### src/sv/cfr_pkg.sv
// Shared types and constants for the command frame receiver.
package cfr_pkg;

	localparam int unsigned MAX_LEN_DEF   = 2048;
	localparam int unsigned TIMEOUT_RST   = 5000;
	localparam int unsigned TICK_W        = 20;
	localparam int unsigned COUNT_W       = 12;
	localparam int unsigned APB_AW        = 3;
	localparam int unsigned APB_DW        = 32;
	localparam logic [7:0]  HEADER_BYTE   = 8'h86;
	localparam logic [TICK_W-1:0] TICK_MAX = '1;

	// register word index (paddr[2])
	localparam logic REG_TIMEOUT = 1'b0;

	typedef enum logic [1:0] {
		CMD_START  = 2'd0,
		CMD_BYTE   = 2'd1,
		CMD_TICK   = 2'd2,
		CMD_CANCEL = 2'd3
	} cmd_e_t;

	typedef enum logic [2:0] {
		ST_OK        = 3'd0,
		ST_TIMEOUT   = 3'd1,
		ST_CANCELLED = 3'd2,
		ST_TOO_LARGE = 3'd3,
		ST_READ_ERR  = 3'd4,
		ST_BAD_REQ   = 3'd5
	} status_e_t;

	typedef enum logic [5:0] {
		PH_IDLE    = 6'b000001,
		PH_HUNT    = 6'b000010,
		PH_LEN_HI  = 6'b000100,
		PH_LEN_LO  = 6'b001000,
		PH_PAYLOAD = 6'b010000,
		PH_SKIP    = 6'b100000
	} phase_t;

	typedef struct packed {
		logic [1:0]  cmd;
		logic [7:0]  rx_byte;
		logic [7:0]  expected_cmd;
		logic [15:0] expected_length;
	} item_t;

	typedef struct packed {
		logic               valid;
		logic               is_status;
		logic [7:0]         data_byte;
		logic               last;
		logic [2:0]         status;
		logic [COUNT_W-1:0] byte_count;
	} result_t;

endpackage

### src/sv/cfr_ifs.sv
// Valid/ready channel interfaces for input items and result items.
interface cfr_item_if;
	logic        valid;
	logic        ready;
	logic [1:0]  cmd;
	logic [7:0]  rx_byte;
	logic [7:0]  expected_cmd;
	logic [15:0] expected_length;

	modport source (output valid, cmd, rx_byte, expected_cmd, expected_length, input ready);
	modport sink   (input valid, cmd, rx_byte, expected_cmd, expected_length, output ready);
endinterface

interface cfr_result_if;
	logic        valid;
	logic        ready;
	logic        is_status;
	logic [7:0]  data_byte;
	logic        last;
	logic [2:0]  status;
	logic [11:0] byte_count;

	modport source (output valid, is_status, data_byte, last, status, byte_count, input ready);
	modport sink   (input valid, is_status, data_byte, last, status, byte_count, output ready);
endinterface

### src/sv/cfr_core.sv
// Receive state machine: one item per fire, result computed combinationally.
module cfr_core #(
	parameter int unsigned MAX_LEN = cfr_pkg::MAX_LEN_DEF
) (
	input  logic                        clk,
	input  logic                        arst_n,
	input  logic                        fire,
	input  cfr_pkg::item_t              item,
	input  logic [cfr_pkg::TICK_W-1:0]  timeout_ticks,
	output cfr_pkg::result_t            res
);
	import cfr_pkg::*;

	localparam int unsigned PCW  = $clog2(MAX_LEN + 1);
	localparam int unsigned SUMW = (PCW + 1 > COUNT_W) ? PCW + 1 : COUNT_W;

	phase_t            phase_q,   phase_n;
	logic [7:0]        want_cmd_q, want_cmd_n;
	logic [15:0]       want_len_q, want_len_n;
	logic [7:0]        len_hi_q,  len_hi_n;
	logic [PCW-1:0]    pcount_q,  pcount_n;
	logic [TICK_W-1:0] elapsed_q, elapsed_n;

	logic [PCW-1:0]    pcount_inc;
	logic [SUMW-1:0]   fsum, fsum_inc;
	logic [COUNT_W-1:0] fcount;
	logic [15:0]       len_rx;
	logic [TICK_W-1:0] elapsed_inc;
	logic              mid;

	assign pcount_inc  = pcount_q + PCW'(1);
	assign fsum        = SUMW'(pcount_q) + SUMW'(3);
	assign fsum_inc    = SUMW'(pcount_inc) + SUMW'(3);
	assign len_rx      = {len_hi_q, item.rx_byte};
	assign elapsed_inc = (elapsed_q != TICK_MAX) ? elapsed_q + TICK_W'(1) : elapsed_q;
	assign mid = (phase_q == PH_LEN_LO) ||
		(((phase_q == PH_PAYLOAD) || (phase_q == PH_SKIP)) && (pcount_q != '0));

	always_comb begin
		case (phase_q)
			PH_LEN_HI:  fcount = COUNT_W'(1);
			PH_LEN_LO:  fcount = COUNT_W'(2);
			PH_PAYLOAD,
			PH_SKIP:    fcount = fsum[COUNT_W-1:0];
			default:    fcount = '0;
		endcase
	end

	always_comb begin
		phase_n    = phase_q;
		want_cmd_n = want_cmd_q;
		want_len_n = want_len_q;
		len_hi_n   = len_hi_q;
		pcount_n   = pcount_q;
		elapsed_n  = elapsed_q;
		res        = '0;
		res.status = ST_OK;

		if (item.cmd == CMD_START) begin
			if (item.expected_length == '0) begin
				phase_n       = PH_IDLE;
				res.valid     = 1'b1;
				res.is_status = 1'b1;
				res.status    = ST_BAD_REQ;
			end else begin
				want_cmd_n = item.expected_cmd;
				want_len_n = item.expected_length;
				len_hi_n   = '0;
				pcount_n   = '0;
				elapsed_n  = '0;
				phase_n    = PH_HUNT;
			end
		end else if (phase_q != PH_IDLE) begin
			case (item.cmd)
				CMD_CANCEL: begin
					res.valid      = 1'b1;
					res.is_status  = 1'b1;
					res.status     = ST_CANCELLED;
					res.byte_count = fcount;
					phase_n        = PH_IDLE;
				end
				CMD_TICK: begin
					elapsed_n = elapsed_inc;
					if (elapsed_inc >= timeout_ticks) begin
						res.valid      = 1'b1;
						res.is_status  = 1'b1;
						res.status     = mid ? ST_READ_ERR : ST_TIMEOUT;
						res.byte_count = fcount;
						phase_n        = PH_IDLE;
					end
				end
				CMD_BYTE: begin
					case (phase_q)
						PH_HUNT: begin
							if (item.rx_byte == HEADER_BYTE)
								phase_n = PH_LEN_HI;
						end
						PH_LEN_HI: begin
							len_hi_n = item.rx_byte;
							phase_n  = PH_LEN_LO;
						end
						PH_LEN_LO: begin
							len_hi_n = '0;
							if (len_rx != want_len_q) begin
								phase_n = PH_HUNT;
							end else if (len_rx > 16'(MAX_LEN)) begin
								res.valid      = 1'b1;
								res.is_status  = 1'b1;
								res.status     = ST_TOO_LARGE;
								res.byte_count = COUNT_W'(3);
								phase_n        = PH_IDLE;
							end else begin
								pcount_n = '0;
								phase_n  = PH_PAYLOAD;
							end
						end
						PH_PAYLOAD: begin
							pcount_n = pcount_inc;
							if ((pcount_q == '0) && (item.rx_byte != want_cmd_q)) begin
								phase_n = (want_len_q == 16'd1) ? PH_HUNT : PH_SKIP;
							end else begin
								res.valid      = 1'b1;
								res.data_byte  = item.rx_byte;
								res.byte_count = fsum_inc[COUNT_W-1:0];
								if (16'(pcount_inc) >= want_len_q) begin
									res.is_status = 1'b1;
									res.last      = 1'b1;
									phase_n       = PH_IDLE;
								end
							end
						end
						PH_SKIP: begin
							pcount_n = pcount_inc;
							if (16'(pcount_inc) >= want_len_q)
								phase_n = PH_HUNT;
						end
						default: phase_n = PH_IDLE;
					endcase
				end
				default: ;
			endcase
		end
	end

	always_ff @(posedge clk or negedge arst_n) begin
		if (!arst_n) begin
			phase_q    <= PH_IDLE;
			want_cmd_q <= '0;
			want_len_q <= '0;
			len_hi_q   <= '0;
			pcount_q   <= '0;
			elapsed_q  <= '0;
		end else if (fire) begin
			phase_q    <= phase_n;
			want_cmd_q <= want_cmd_n;
			want_len_q <= want_len_n;
			len_hi_q   <= len_hi_n;
			pcount_q   <= pcount_n;
			elapsed_q  <= elapsed_n;
		end
	end

endmodule

### src/sv/command_frame_receiver_top.sv
// Top level of the command frame receiver: channels, APB register, stage registers.
//
// Usage:
//  - items (valid/ready): one beat per start, received byte, tick or cancel.
//    A start arms the receiver with the expected command and payload length;
//    byte beats are scanned for header 0x86, a big-endian 16-bit length and
//    the payload; tick beats count toward the timeout; cancel aborts.
//  - results (valid/ready): at most one beat per item. Payload bytes come out
//    one per beat; the final one has is_status, last and status ok. Other
//    status beats (timeout, cancel, length too large, read error, bad
//    request) carry data_byte 0 and the frame byte count so far.
//  - APB: one register, timeout_ticks, at address 0. Write it only while idle.
// Timing: an accepted item is registered in the input stage, its result in the
// result stage. Throughput is one item per cycle while results.ready is high;
// the decision path is a handful of compares and one 20-bit counter between the
// input stage and result stage. When results.ready is low the result register
// holds, the input stage fills, and items.ready drops; nothing is lost. Reset
// clears both stages, puts the receiver in idle and restores timeout_ticks to 5000.
module command_frame_receiver_top #(
	parameter int unsigned MAX_LEN = cfr_pkg::MAX_LEN_DEF
) (
	input  logic                        clk,
	input  logic                        arst_n,
	cfr_item_if.sink                    items,
	cfr_result_if.source                results,
	input  logic                        psel,
	input  logic                        penable,
	input  logic                        pwrite,
	input  logic [cfr_pkg::APB_AW-1:0]  paddr,
	input  logic [cfr_pkg::APB_DW-1:0]  pwdata,
	output logic [cfr_pkg::APB_DW-1:0]  prdata,
	output logic                        pready
);
	import cfr_pkg::*;

	logic [TICK_W-1:0] timeout_q;
	item_t             item_s1;
	logic              valid_s1;
	result_t           res_s2;
	result_t           core_res;
	logic              advance;
	logic              fire;
	logic              accept;

	// APB: word index is paddr[2]; byte lanes ignored.
	assign pready = 1'b1;
	assign prdata = (paddr[2] == REG_TIMEOUT) ? APB_DW'(timeout_q) : '0;

	always_ff @(posedge clk or negedge arst_n) begin
		if (!arst_n) begin
			timeout_q <= TICK_W'(TIMEOUT_RST);
		end else if (psel && penable && pwrite && (paddr[2] == REG_TIMEOUT)) begin
			timeout_q <= pwdata[TICK_W-1:0];
		end
	end

	// Result stage moves when empty or being taken; input stage moves with it.
	assign advance     = !res_s2.valid || results.ready;
	assign fire        = valid_s1 && advance;
	assign items.ready = !valid_s1 || advance;
	assign accept      = items.valid && items.ready;

	always_ff @(posedge clk or negedge arst_n) begin
		if (!arst_n) begin
			valid_s1 <= 1'b0;
		end else if (accept) begin
			valid_s1 <= 1'b1;
		end else if (fire) begin
			valid_s1 <= 1'b0;
		end
	end

	always_ff @(posedge clk) begin
		if (accept) begin
			item_s1.cmd             <= items.cmd;
			item_s1.rx_byte         <= items.rx_byte;
			item_s1.expected_cmd    <= items.expected_cmd;
			item_s1.expected_length <= items.expected_length;
		end
	end

	cfr_core #(
		.MAX_LEN (MAX_LEN)
	) u_core (
		.clk           (clk),
		.arst_n        (arst_n),
		.fire          (fire),
		.item          (item_s1),
		.timeout_ticks (timeout_q),
		.res           (core_res)
	);

	// valid bit moves with the stage; payload loads only on a new beat
	always_ff @(posedge clk or negedge arst_n) begin
		if (!arst_n) begin
			res_s2 <= '0;
		end else begin
			if (advance) begin
				res_s2.valid <= fire && core_res.valid;
			end
			if (fire && core_res.valid) begin
				res_s2.is_status  <= core_res.is_status;
				res_s2.data_byte  <= core_res.data_byte;
				res_s2.last       <= core_res.last;
				res_s2.status     <= core_res.status;
				res_s2.byte_count <= core_res.byte_count;
			end
		end
	end

	assign results.valid      = res_s2.valid;
	assign results.is_status  = res_s2.is_status;
	assign results.data_byte  = res_s2.data_byte;
	assign results.last       = res_s2.last;
	assign results.status     = res_s2.status;
	assign results.byte_count = res_s2.byte_count;

endmodule

### src/flat_wrapper.sv
// flat-port wrapper written by rule: the top's interface ports become plain ports
module command_frame_receiver_top_flat import cfr_pkg::*;
#(
	parameter int unsigned MAX_LEN = cfr_pkg::MAX_LEN_DEF
)
  (clk, arst_n, psel, penable, pwrite, paddr, pwdata, prdata, pready, items_valid, items_cmd, items_rx_byte, items_expected_cmd, items_expected_length, items_ready, results_valid, results_is_status, results_data_byte, results_last, results_status, results_byte_count, results_ready);
  cfr_item_if items_i ();
  cfr_result_if results_i ();
  input  logic clk;
  input  logic arst_n;
  input  logic psel;
  input  logic penable;
  input  logic pwrite;
  input  logic [cfr_pkg::APB_AW-1:0] paddr;
  input  logic [cfr_pkg::APB_DW-1:0] pwdata;
  output logic [cfr_pkg::APB_DW-1:0] prdata;
  output logic pready;
  input wire logic [$bits(items_i.valid)-1:0] items_valid;
  input wire logic [$bits(items_i.cmd)-1:0] items_cmd;
  input wire logic [$bits(items_i.rx_byte)-1:0] items_rx_byte;
  input wire logic [$bits(items_i.expected_cmd)-1:0] items_expected_cmd;
  input wire logic [$bits(items_i.expected_length)-1:0] items_expected_length;
  output wire logic [$bits(items_i.ready)-1:0] items_ready;
  output wire logic [$bits(results_i.valid)-1:0] results_valid;
  output wire logic [$bits(results_i.is_status)-1:0] results_is_status;
  output wire logic [$bits(results_i.data_byte)-1:0] results_data_byte;
  output wire logic [$bits(results_i.last)-1:0] results_last;
  output wire logic [$bits(results_i.status)-1:0] results_status;
  output wire logic [$bits(results_i.byte_count)-1:0] results_byte_count;
  input wire logic [$bits(results_i.ready)-1:0] results_ready;
  assign items_i.valid = items_valid;
  assign items_i.cmd = items_cmd;
  assign items_i.rx_byte = items_rx_byte;
  assign items_i.expected_cmd = items_expected_cmd;
  assign items_i.expected_length = items_expected_length;
  assign items_ready = items_i.ready;
  assign results_valid = results_i.valid;
  assign results_is_status = results_i.is_status;
  assign results_data_byte = results_i.data_byte;
  assign results_last = results_i.last;
  assign results_status = results_i.status;
  assign results_byte_count = results_i.byte_count;
  assign results_i.ready = results_ready;
  command_frame_receiver_top #(.MAX_LEN(MAX_LEN)) u_core (.clk(clk), .arst_n(arst_n), .items(items_i), .results(results_i), .psel(psel), .penable(penable), .pwrite(pwrite), .paddr(paddr), .pwdata(pwdata), .prdata(prdata), .pready(pready));
endmodule
### config.mk
export PLATFORM = sky130hd
export DESIGN_NAME = command_frame_receiver_top_flat
export DESIGN_NICKNAME = d
export VERILOG_FILES = /design/src/sv/cfr_pkg.sv /design/src/sv/cfr_ifs.sv /design/src/sv/cfr_core.sv /design/src/sv/command_frame_receiver_top.sv /design/src/flat_wrapper.sv
export SDC_FILE = /design/constraint.sdc
export NUM_CORES = 1
export LEC_CHECK = 0
export BUFFER_PORTS_ARGS = -buffer_cell sky130_fd_sc_hd__buf_2
export CAP_MARGIN = 10
export CELL_PAD_IN_SITES_DETAIL_PLACEMENT = 1
export CELL_PAD_IN_SITES_GLOBAL_PLACEMENT = 2
export CORE_AREA = 2 2 158 160
export DETAILED_ROUTE_END_ITERATION = 10
export DIE_AREA = 0 0 160 162
export GPL_ROUTABILITY_DRIVEN = 0
export GPL_TIMING_DRIVEN = 0
export PLACE_DENSITY_LB_ADDON = 0.1
export SETUP_SLACK_MARGIN = 0.3
export SYNTH_ARGS = -nofsm -noshare
export SYNTH_HDL_FRONTEND = slang
export SYNTH_SLANG_ARGS = --single-unit
### constraint.sdc
create_clock -name clk -period 5.14 [get_ports clk]
set_input_delay 1.028 -clock clk [delete_from_list [all_inputs] [get_ports clk]]
set_output_delay 1.028 -clock clk [all_outputs]
set_load 0.02 [all_outputs]
# ---- Word level (Yosys, flattened, before mapping)
# Cells that the tools add are included.
dict set report totals {
  elab_cells 137
  output_inout_bits 60
  ff_bits 151
  in_bits 76
}
dict set report classes {
  n_eq_ne 21
  n_addsub 4
  order_cmp 3
  n_reduce_logical 31
  bitwise 2
  muxes 58
}
# operator n
set ops {}
lappend ops {{2-to-1 mux 20 bit} 6}
lappend ops {{2-to-1 mux 12 bit} 8}
lappend ops {{2-to-1 mux 6 bit} 9}
lappend ops {{case mux 12 bit (2 select lines)} 2}
lappend ops {{case mux 15 bit (3 select lines)} 1}
lappend ops {{case mux 12 bit (3 select lines)} 1}
lappend ops {{2-to-1 mux 8 bit} 4}
lappend ops {{case mux 6 bit (5 select lines)} 1}
lappend ops {{2-to-1 mux 14 bit} 2}
lappend ops {{2-to-1 mux 9 bit} 3}
lappend ops {{2-to-1 mux 26 bit} 1}
lappend ops {{adder 12 x 2 -> 12 bit (second input constant)} 2}
lappend ops {{adder 20 x 1 -> 20 bit (second input constant)} 1}
lappend ops {{greater-or-equal comparator 20 bit} 1}
lappend ops {{!= test 20 bit (second input constant)} 1}
lappend ops {{case mux 6 bit (3 select lines)} 1}
lappend ops {{== test 16 x 1 -> 1 bit (second input constant)} 1}
lappend ops {{greater-or-equal comparator 12 x 16 -> 1 bit} 1}
lappend ops {{> comparator 16 x 12 -> 1 bit (second input constant)} 1}
lappend ops {{zero test 16 bit} 1}
lappend ops {{!= test 16 bit} 1}
lappend ops {{case mux 8 bit (2 select lines)} 1}
lappend ops {{2-to-1 mux 15 bit} 1}
lappend ops {{AND reduction 7 bit} 2}
lappend ops {{other kinds (36)} 66}

# ---- Longest topological paths before layout
dict set report logic_depth {
  word_depth 10
  mapped_depth 17
  mapped_depth_nobuf 15
}

# ---- Hierarchy
# Synthesis repeated with hierarchy kept, for this count alone.
dict set report unflattened {
  cells_unflattened 877
  hier_area_um2 8922.3
}
# module seq_area_each_um2 cells_per_inst n_inst area_per_inst_um2
set by_module_without_submodules {}
lappend by_module_without_submodules {cfr_core 1752.9 700 1 5871.9}
lappend by_module_without_submodules {command_frame_receiver_top 2203.4 177 1 3050.4}

# ---- Worst setup path after synthesis
# Ideal clock, no wire load.
dict set report synth_path {
  path_type {register to register}
  startpoint {reg u_core.u_core.elapsed_q[15]}
  endpoint {reg u_core.u_core.phase_q[1]}
  required_time_ns 5.015
  slack_ns 1.109
  setup_time_ns 0.125
  stages_incl_launch_ff 17
  t_arrival_ns 3.907
  n_path_buf 3
  synth_period_minus_slack_ns 4.031
  cell_sequence {dfrtp_1 -> clkbuf_1 -> and4_1 -> and2_1 -> a31oi_1 -> and3_1 -> buf_2 -> nand3_1 -> xnor2_1 -> ha_1 -> nand4_1 -> or4_1 -> o211ai_2 -> o21bai_4 -> and3b_1 -> buf_2 -> mux2_2}
}
dict set report synth_via {
  elab_chain_len 5
  elab_cells_between_ends 6
  classes_between {add/sub (1); order compare (1); eq/ne (2); mux (1); reduce/logical (1)}
}
# item line
set synth_rtl {}
lappend synth_rtl {{start: declaration} cfr_core.sv:22} ;# logic [TICK_W-1:0] elapsed_q, elapsed_n;
lappend synth_rtl {{start signal: assignment} cfr_core.sv:159} ;# elapsed_q <= elapsed_n;
lappend synth_rtl {{adder 20 x 1 -> 20 bit or != test 20 bit (tied branches)} cfr_core.sv:35} ;# assign elapsed_inc = (elapsed_q != TICK_MAX) ? elapsed_q + TICK_W'(1) : elapsed_q;
lappend synth_rtl {{2-to-1 mux 20 bit (*)} cfr_core.sv:35}
lappend synth_rtl {{greater-or-equal comparator 20 bit (*)} cfr_core.sv:84} ;# if (elapsed_inc >= timeout_ticks) begin
lappend synth_rtl {{!= test 3 bit (no source line) (*)} -}
lappend synth_rtl {{AND reduction 7 bit (no source line) (*)} -}
lappend synth_rtl {{end signal: assignment} cfr_core.sv:154} ;# phase_q <= phase_n;
lappend synth_rtl {{end: declaration} cfr_core.sv:17} ;# phase_t phase_q, phase_n;
# Mark *: on every way between the ends. The rest lies on a longest branch, timed or not.
# A chain may end at the register's enable or synchronous reset.

# ---- Final worst setup path
dict set report layout_path {
  startpoint {reg u_core.u_core.elapsed_q[0]}
  endpoint {reg u_core.u_core.phase_q[1]}
}
# Same word-level chain as after synthesis.

==> results.json <==
{
  "p_per_area_nw_per_um2": 363,
  "grt_pass1_wl_mm": 39.6,
  "fin_skew_ns": 0.0209,
  "switching_share_pct": 34.3,
  "final_cell_area_um2": 10300,
  "fp-row-count": 57,
  "cts_tree": "yes",
  "synth_area_leader_cell": "dfrtp_1",
  "peakVddDrop_mv": 0.188,
  "status": "finished, final reports clean",
  "switchingPower_mw": 1.29,
  "cp-end-kind": "flop",
  "ys_ff_latch": 151,
  "wl_mm": 24.5,
  "p_int_mw": 2.47,
  "core_um2": 24100,
  "die_area_um2": 25900,
  "antenna_found_initial": 0,
  "die_w_um": 160,
  "synth_edf_count": 34,
  "drv_slew": 0,
  "p_leak_nw": 4.57,
  "final_cells": 1326,
  "synth_cell_type_count": 74,
  "slew_headroom_pct": 35.8,
  "worst-slew-pin-transition_ns": 0.953,
  "pwr-share-comb_pct": 22.6,
  "pre_cts_ws_ns": 0.387,
  "crit_type": "reg -> reg",
  "fin_tns_setup_ns": 0,
  "period_needed_ns": 4.45,
  "start_kind": "flop",
  "async_flop_share_pct": 77.5,
  "period_share_pct": 86.5,
  "fillers": 2814,
  "p_clk_share_pct": 34.5,
  "setup_viol": 0,
  "grt_pass1_vias": 7015,
  "cts.root.buffer_cell": "clkbuf_16",
  "vias": 6830,
  "path_delay_family": "simple AND/OR/NAND/NOR gates",
  "io-pin-count": 136,
  "remaining_drc_errors": 0,
  "clock_path_buffers": 2,
  "yosys_warnings": 0,
  "place_inst": 1294,
  "cts.htree.levels": 4,
  "r2r_setup_slack_ns": 0.69,
  "cp_data_required_time_ns": 5.45,
  "rsz0062_at_grt": "false",
  "insertion_delay_ns": 0.44,
  "crit_slowest_cell": "or4_1",
  "grtUsageTotal_pct": 19.4,
  "max_freq_ghz": 0.225,
  "hold_viol_final": 0,
  "clk_pin_slew_ns": 0.07,
  "portBuffers": 108,
  "wl_per_cell_um": 18.5,
  "fin_nets": 1101,
  "cts_buffers": 17,
  "area_growth_pct": 19.8,
  "crit_arrival_ns": 4.75,
  "pwr-share-seq_pct": 42.9,
  "path_max_fanout": 8,
  "grt_max_degree": 62,
  "ys_seq_area_share_pct": 45.8,
  "synth_top_flop_cell": "dfrtp_1",
  "drt.antenna.violating_nets": 0,
  "start_util_pct": 35.8,
  "cts_num_sinks": 151,
  "fin_ws_ns": 0.694,
  "critPathMaxStageDelay_ns": 0.57,
  "first_iter_violations": 289,
  "num_antenna_cells": 0,
  "synth_top_area_share_pct": 32.2,
  "critPathBufInv": 2,
  "crit_path_cell_trace": "ha_1 -> nand2_1 -> nor4_2 -> and2_1 -> buf_2 -> nand2_1 -> a21oi_1 -> ha_1 -> nand4_1 -> or4_1 -> o211ai_4 -> o21bai_4 -> and3b_1 -> buf_2 -> mux2_2",
  "postPlaceCellArea_um2": 9680,
  "netlist_area_um2": 8640,
  "die_h_um": 162,
  "drive_gt1_share_pct": 26.1,
  "dp_hpwl_mm": 18.6,
  "synthCells": 849,
  "overflow": 0,
  "avgSynthCellArea_um2": 10.2,
  "synth_area_leaders": "dfrtp_1 32%, edfxtp_1 12%, mux2_2 6.5%, ha_1 5.2%, xnor2_1 4.3%",
  "hold_path.class": "reg -> reg",
  "vias_per_cell": 5.15,
  "drtPass1Iterations": 7,
  "maxCapViolCount": 0
}
## worst reg2reg max path: cells and delay by family (launching register included)
kind	cells	cell delay, ns
AO/OA/AOI/OAI	3	0.83
adder cells (fa/ha/maj)	2	0.41
buffers and inverters	2	0.40
flip-flops	1	0.42
multiplexers	1	0.36
AND/OR/NAND/NOR	7	1.91
## cell usage after synthesis (all sizes together) (10+ instances only)
master,count
dfrtp,111
o21ai,68
nand2,64
nor2,60
inv,53
mux2,52
xnor2,42
ha,36
edfxtp,34
o31ai,34
a21oi,33
buf,30
clkbuf,22
nand4,20
xor2,20
nand3,19
nor4,16
nand2b,10
o22ai,10
## worst paths after layout
kind,start,endpoint,cells after the start
max,u_core.u_core.elapsed_q[0],u_core.u_core.phase_q[1],15
min,u_core.item_s1[18],u_core.u_core.want_cmd_q[2],1
max reg2reg,u_core.u_core.elapsed_q[0],u_core.u_core.phase_q[1],15
min reg2reg,u_core.item_s1[18],u_core.u_core.want_cmd_q[2],1
max in group asynchronous,arst_n,u_core.u_core.phase_q[0],2
min in group asynchronous,arst_n,u_core.timeout_q[1],1
## routing by layer
layer | global-route usage, % | up-vias | wire length, um
met2 | 33.9 | 101 | 12400
li1 | - | 3321 | -
met3 | 2.99 | 13 | 774
met1 | 25.5 | 3395 | 11100
met4 | 4.30 | 0 | 203
met5 | 0 | - | 0
## power groups by stage
stage,combinational (mW),clock [mW],sequential [mW]
after floorplan,0.598,0,1.59
after global placement,0.838,0,1.63
after detailed placement,0.865,0,1.63
after CTS,0.867,1.34,1.61
after global routing,0.962,1.38,1.64
final,0.849,1.30,1.61
## kinds of logic after synthesis
family / Yosys count / share of synthesized area (%)
muxes: 52 / 6.87
adders and majority gates: 36 / 5.22
buffers and inverters: 105 / 5.56
other: 2 / 0.0870
xor gates and xnor gates: 62 / 6.29
and+or+nand+nor: 250 / 15.3
DFF: 151 / 45.8
AOI/OAI and AO/OA: 191 / 14.9
## sequential cells by signal, indices dropped and copies added, names as in the netlist
name / cells
u_core.item_s1: 34
u_core.results.byte_count: 12
u_core.results.data_byte: 8
u_core.results.is_status: 1
u_core.results.last: 1
u_core.results.status: 3
u_core.results.valid: 1
u_core.timeout_q: 20
u_core.u_core.elapsed_q: 20
u_core.u_core.len_hi_q: 8
u_core.u_core.pcount_q: 12
u_core.u_core.phase_q: 6
u_core.u_core.want_cmd_q: 8
u_core.u_core.want_len_q: 16
u_core.valid_s1: 1
## repair_timing
action | 4_1_cts | 5_1_grt
setup endpoints to repair | 0 | 31
setup buffers | 0 | 0
gates resized for setup | 0 | 6
hold buffers | 0 | 0
## cell type report
type	count	area [um^2]	share of cell area [%]
buffer	52	282	2.72
clock buffer	17	425	4.11
clock inverter	15	193	1.86
inverter	53	199	1.92
multi-input combinational	604	4280	41.4
sequential	151	3960	38.2
tap	324	405	3.92
timing repair buffer	110	602	5.82
## cells in the final DEF, fill, tap and decap left out, drive strengths merged, types with 33 or more instances in the layout
cell / count
nand2: 64
inv: 61
ha: 36
mux2: 52
a21oi: 33
buf: 140
xnor2: 42
edfxtp: 34
dfrtp: 111
o31ai: 34
o21ai: 68
nor2: 60
clkbuf: 39
## metrics by stage
stage | hold slack, ns | utilization [%] | total power [mW]
floorplan | 0.452 | - | 2.19
CTS | 0.485 | 42.7 | 3.82
global route | 0.506 | 42.9 | 3.99
global placement | 0.460 | 39.9 | 2.47
finish | 0.479 | 42.9 | 3.76
detailed placement | 0.467 | 40.2 | 2.50
Note: power is estimated with default switching activity, not from simulation.
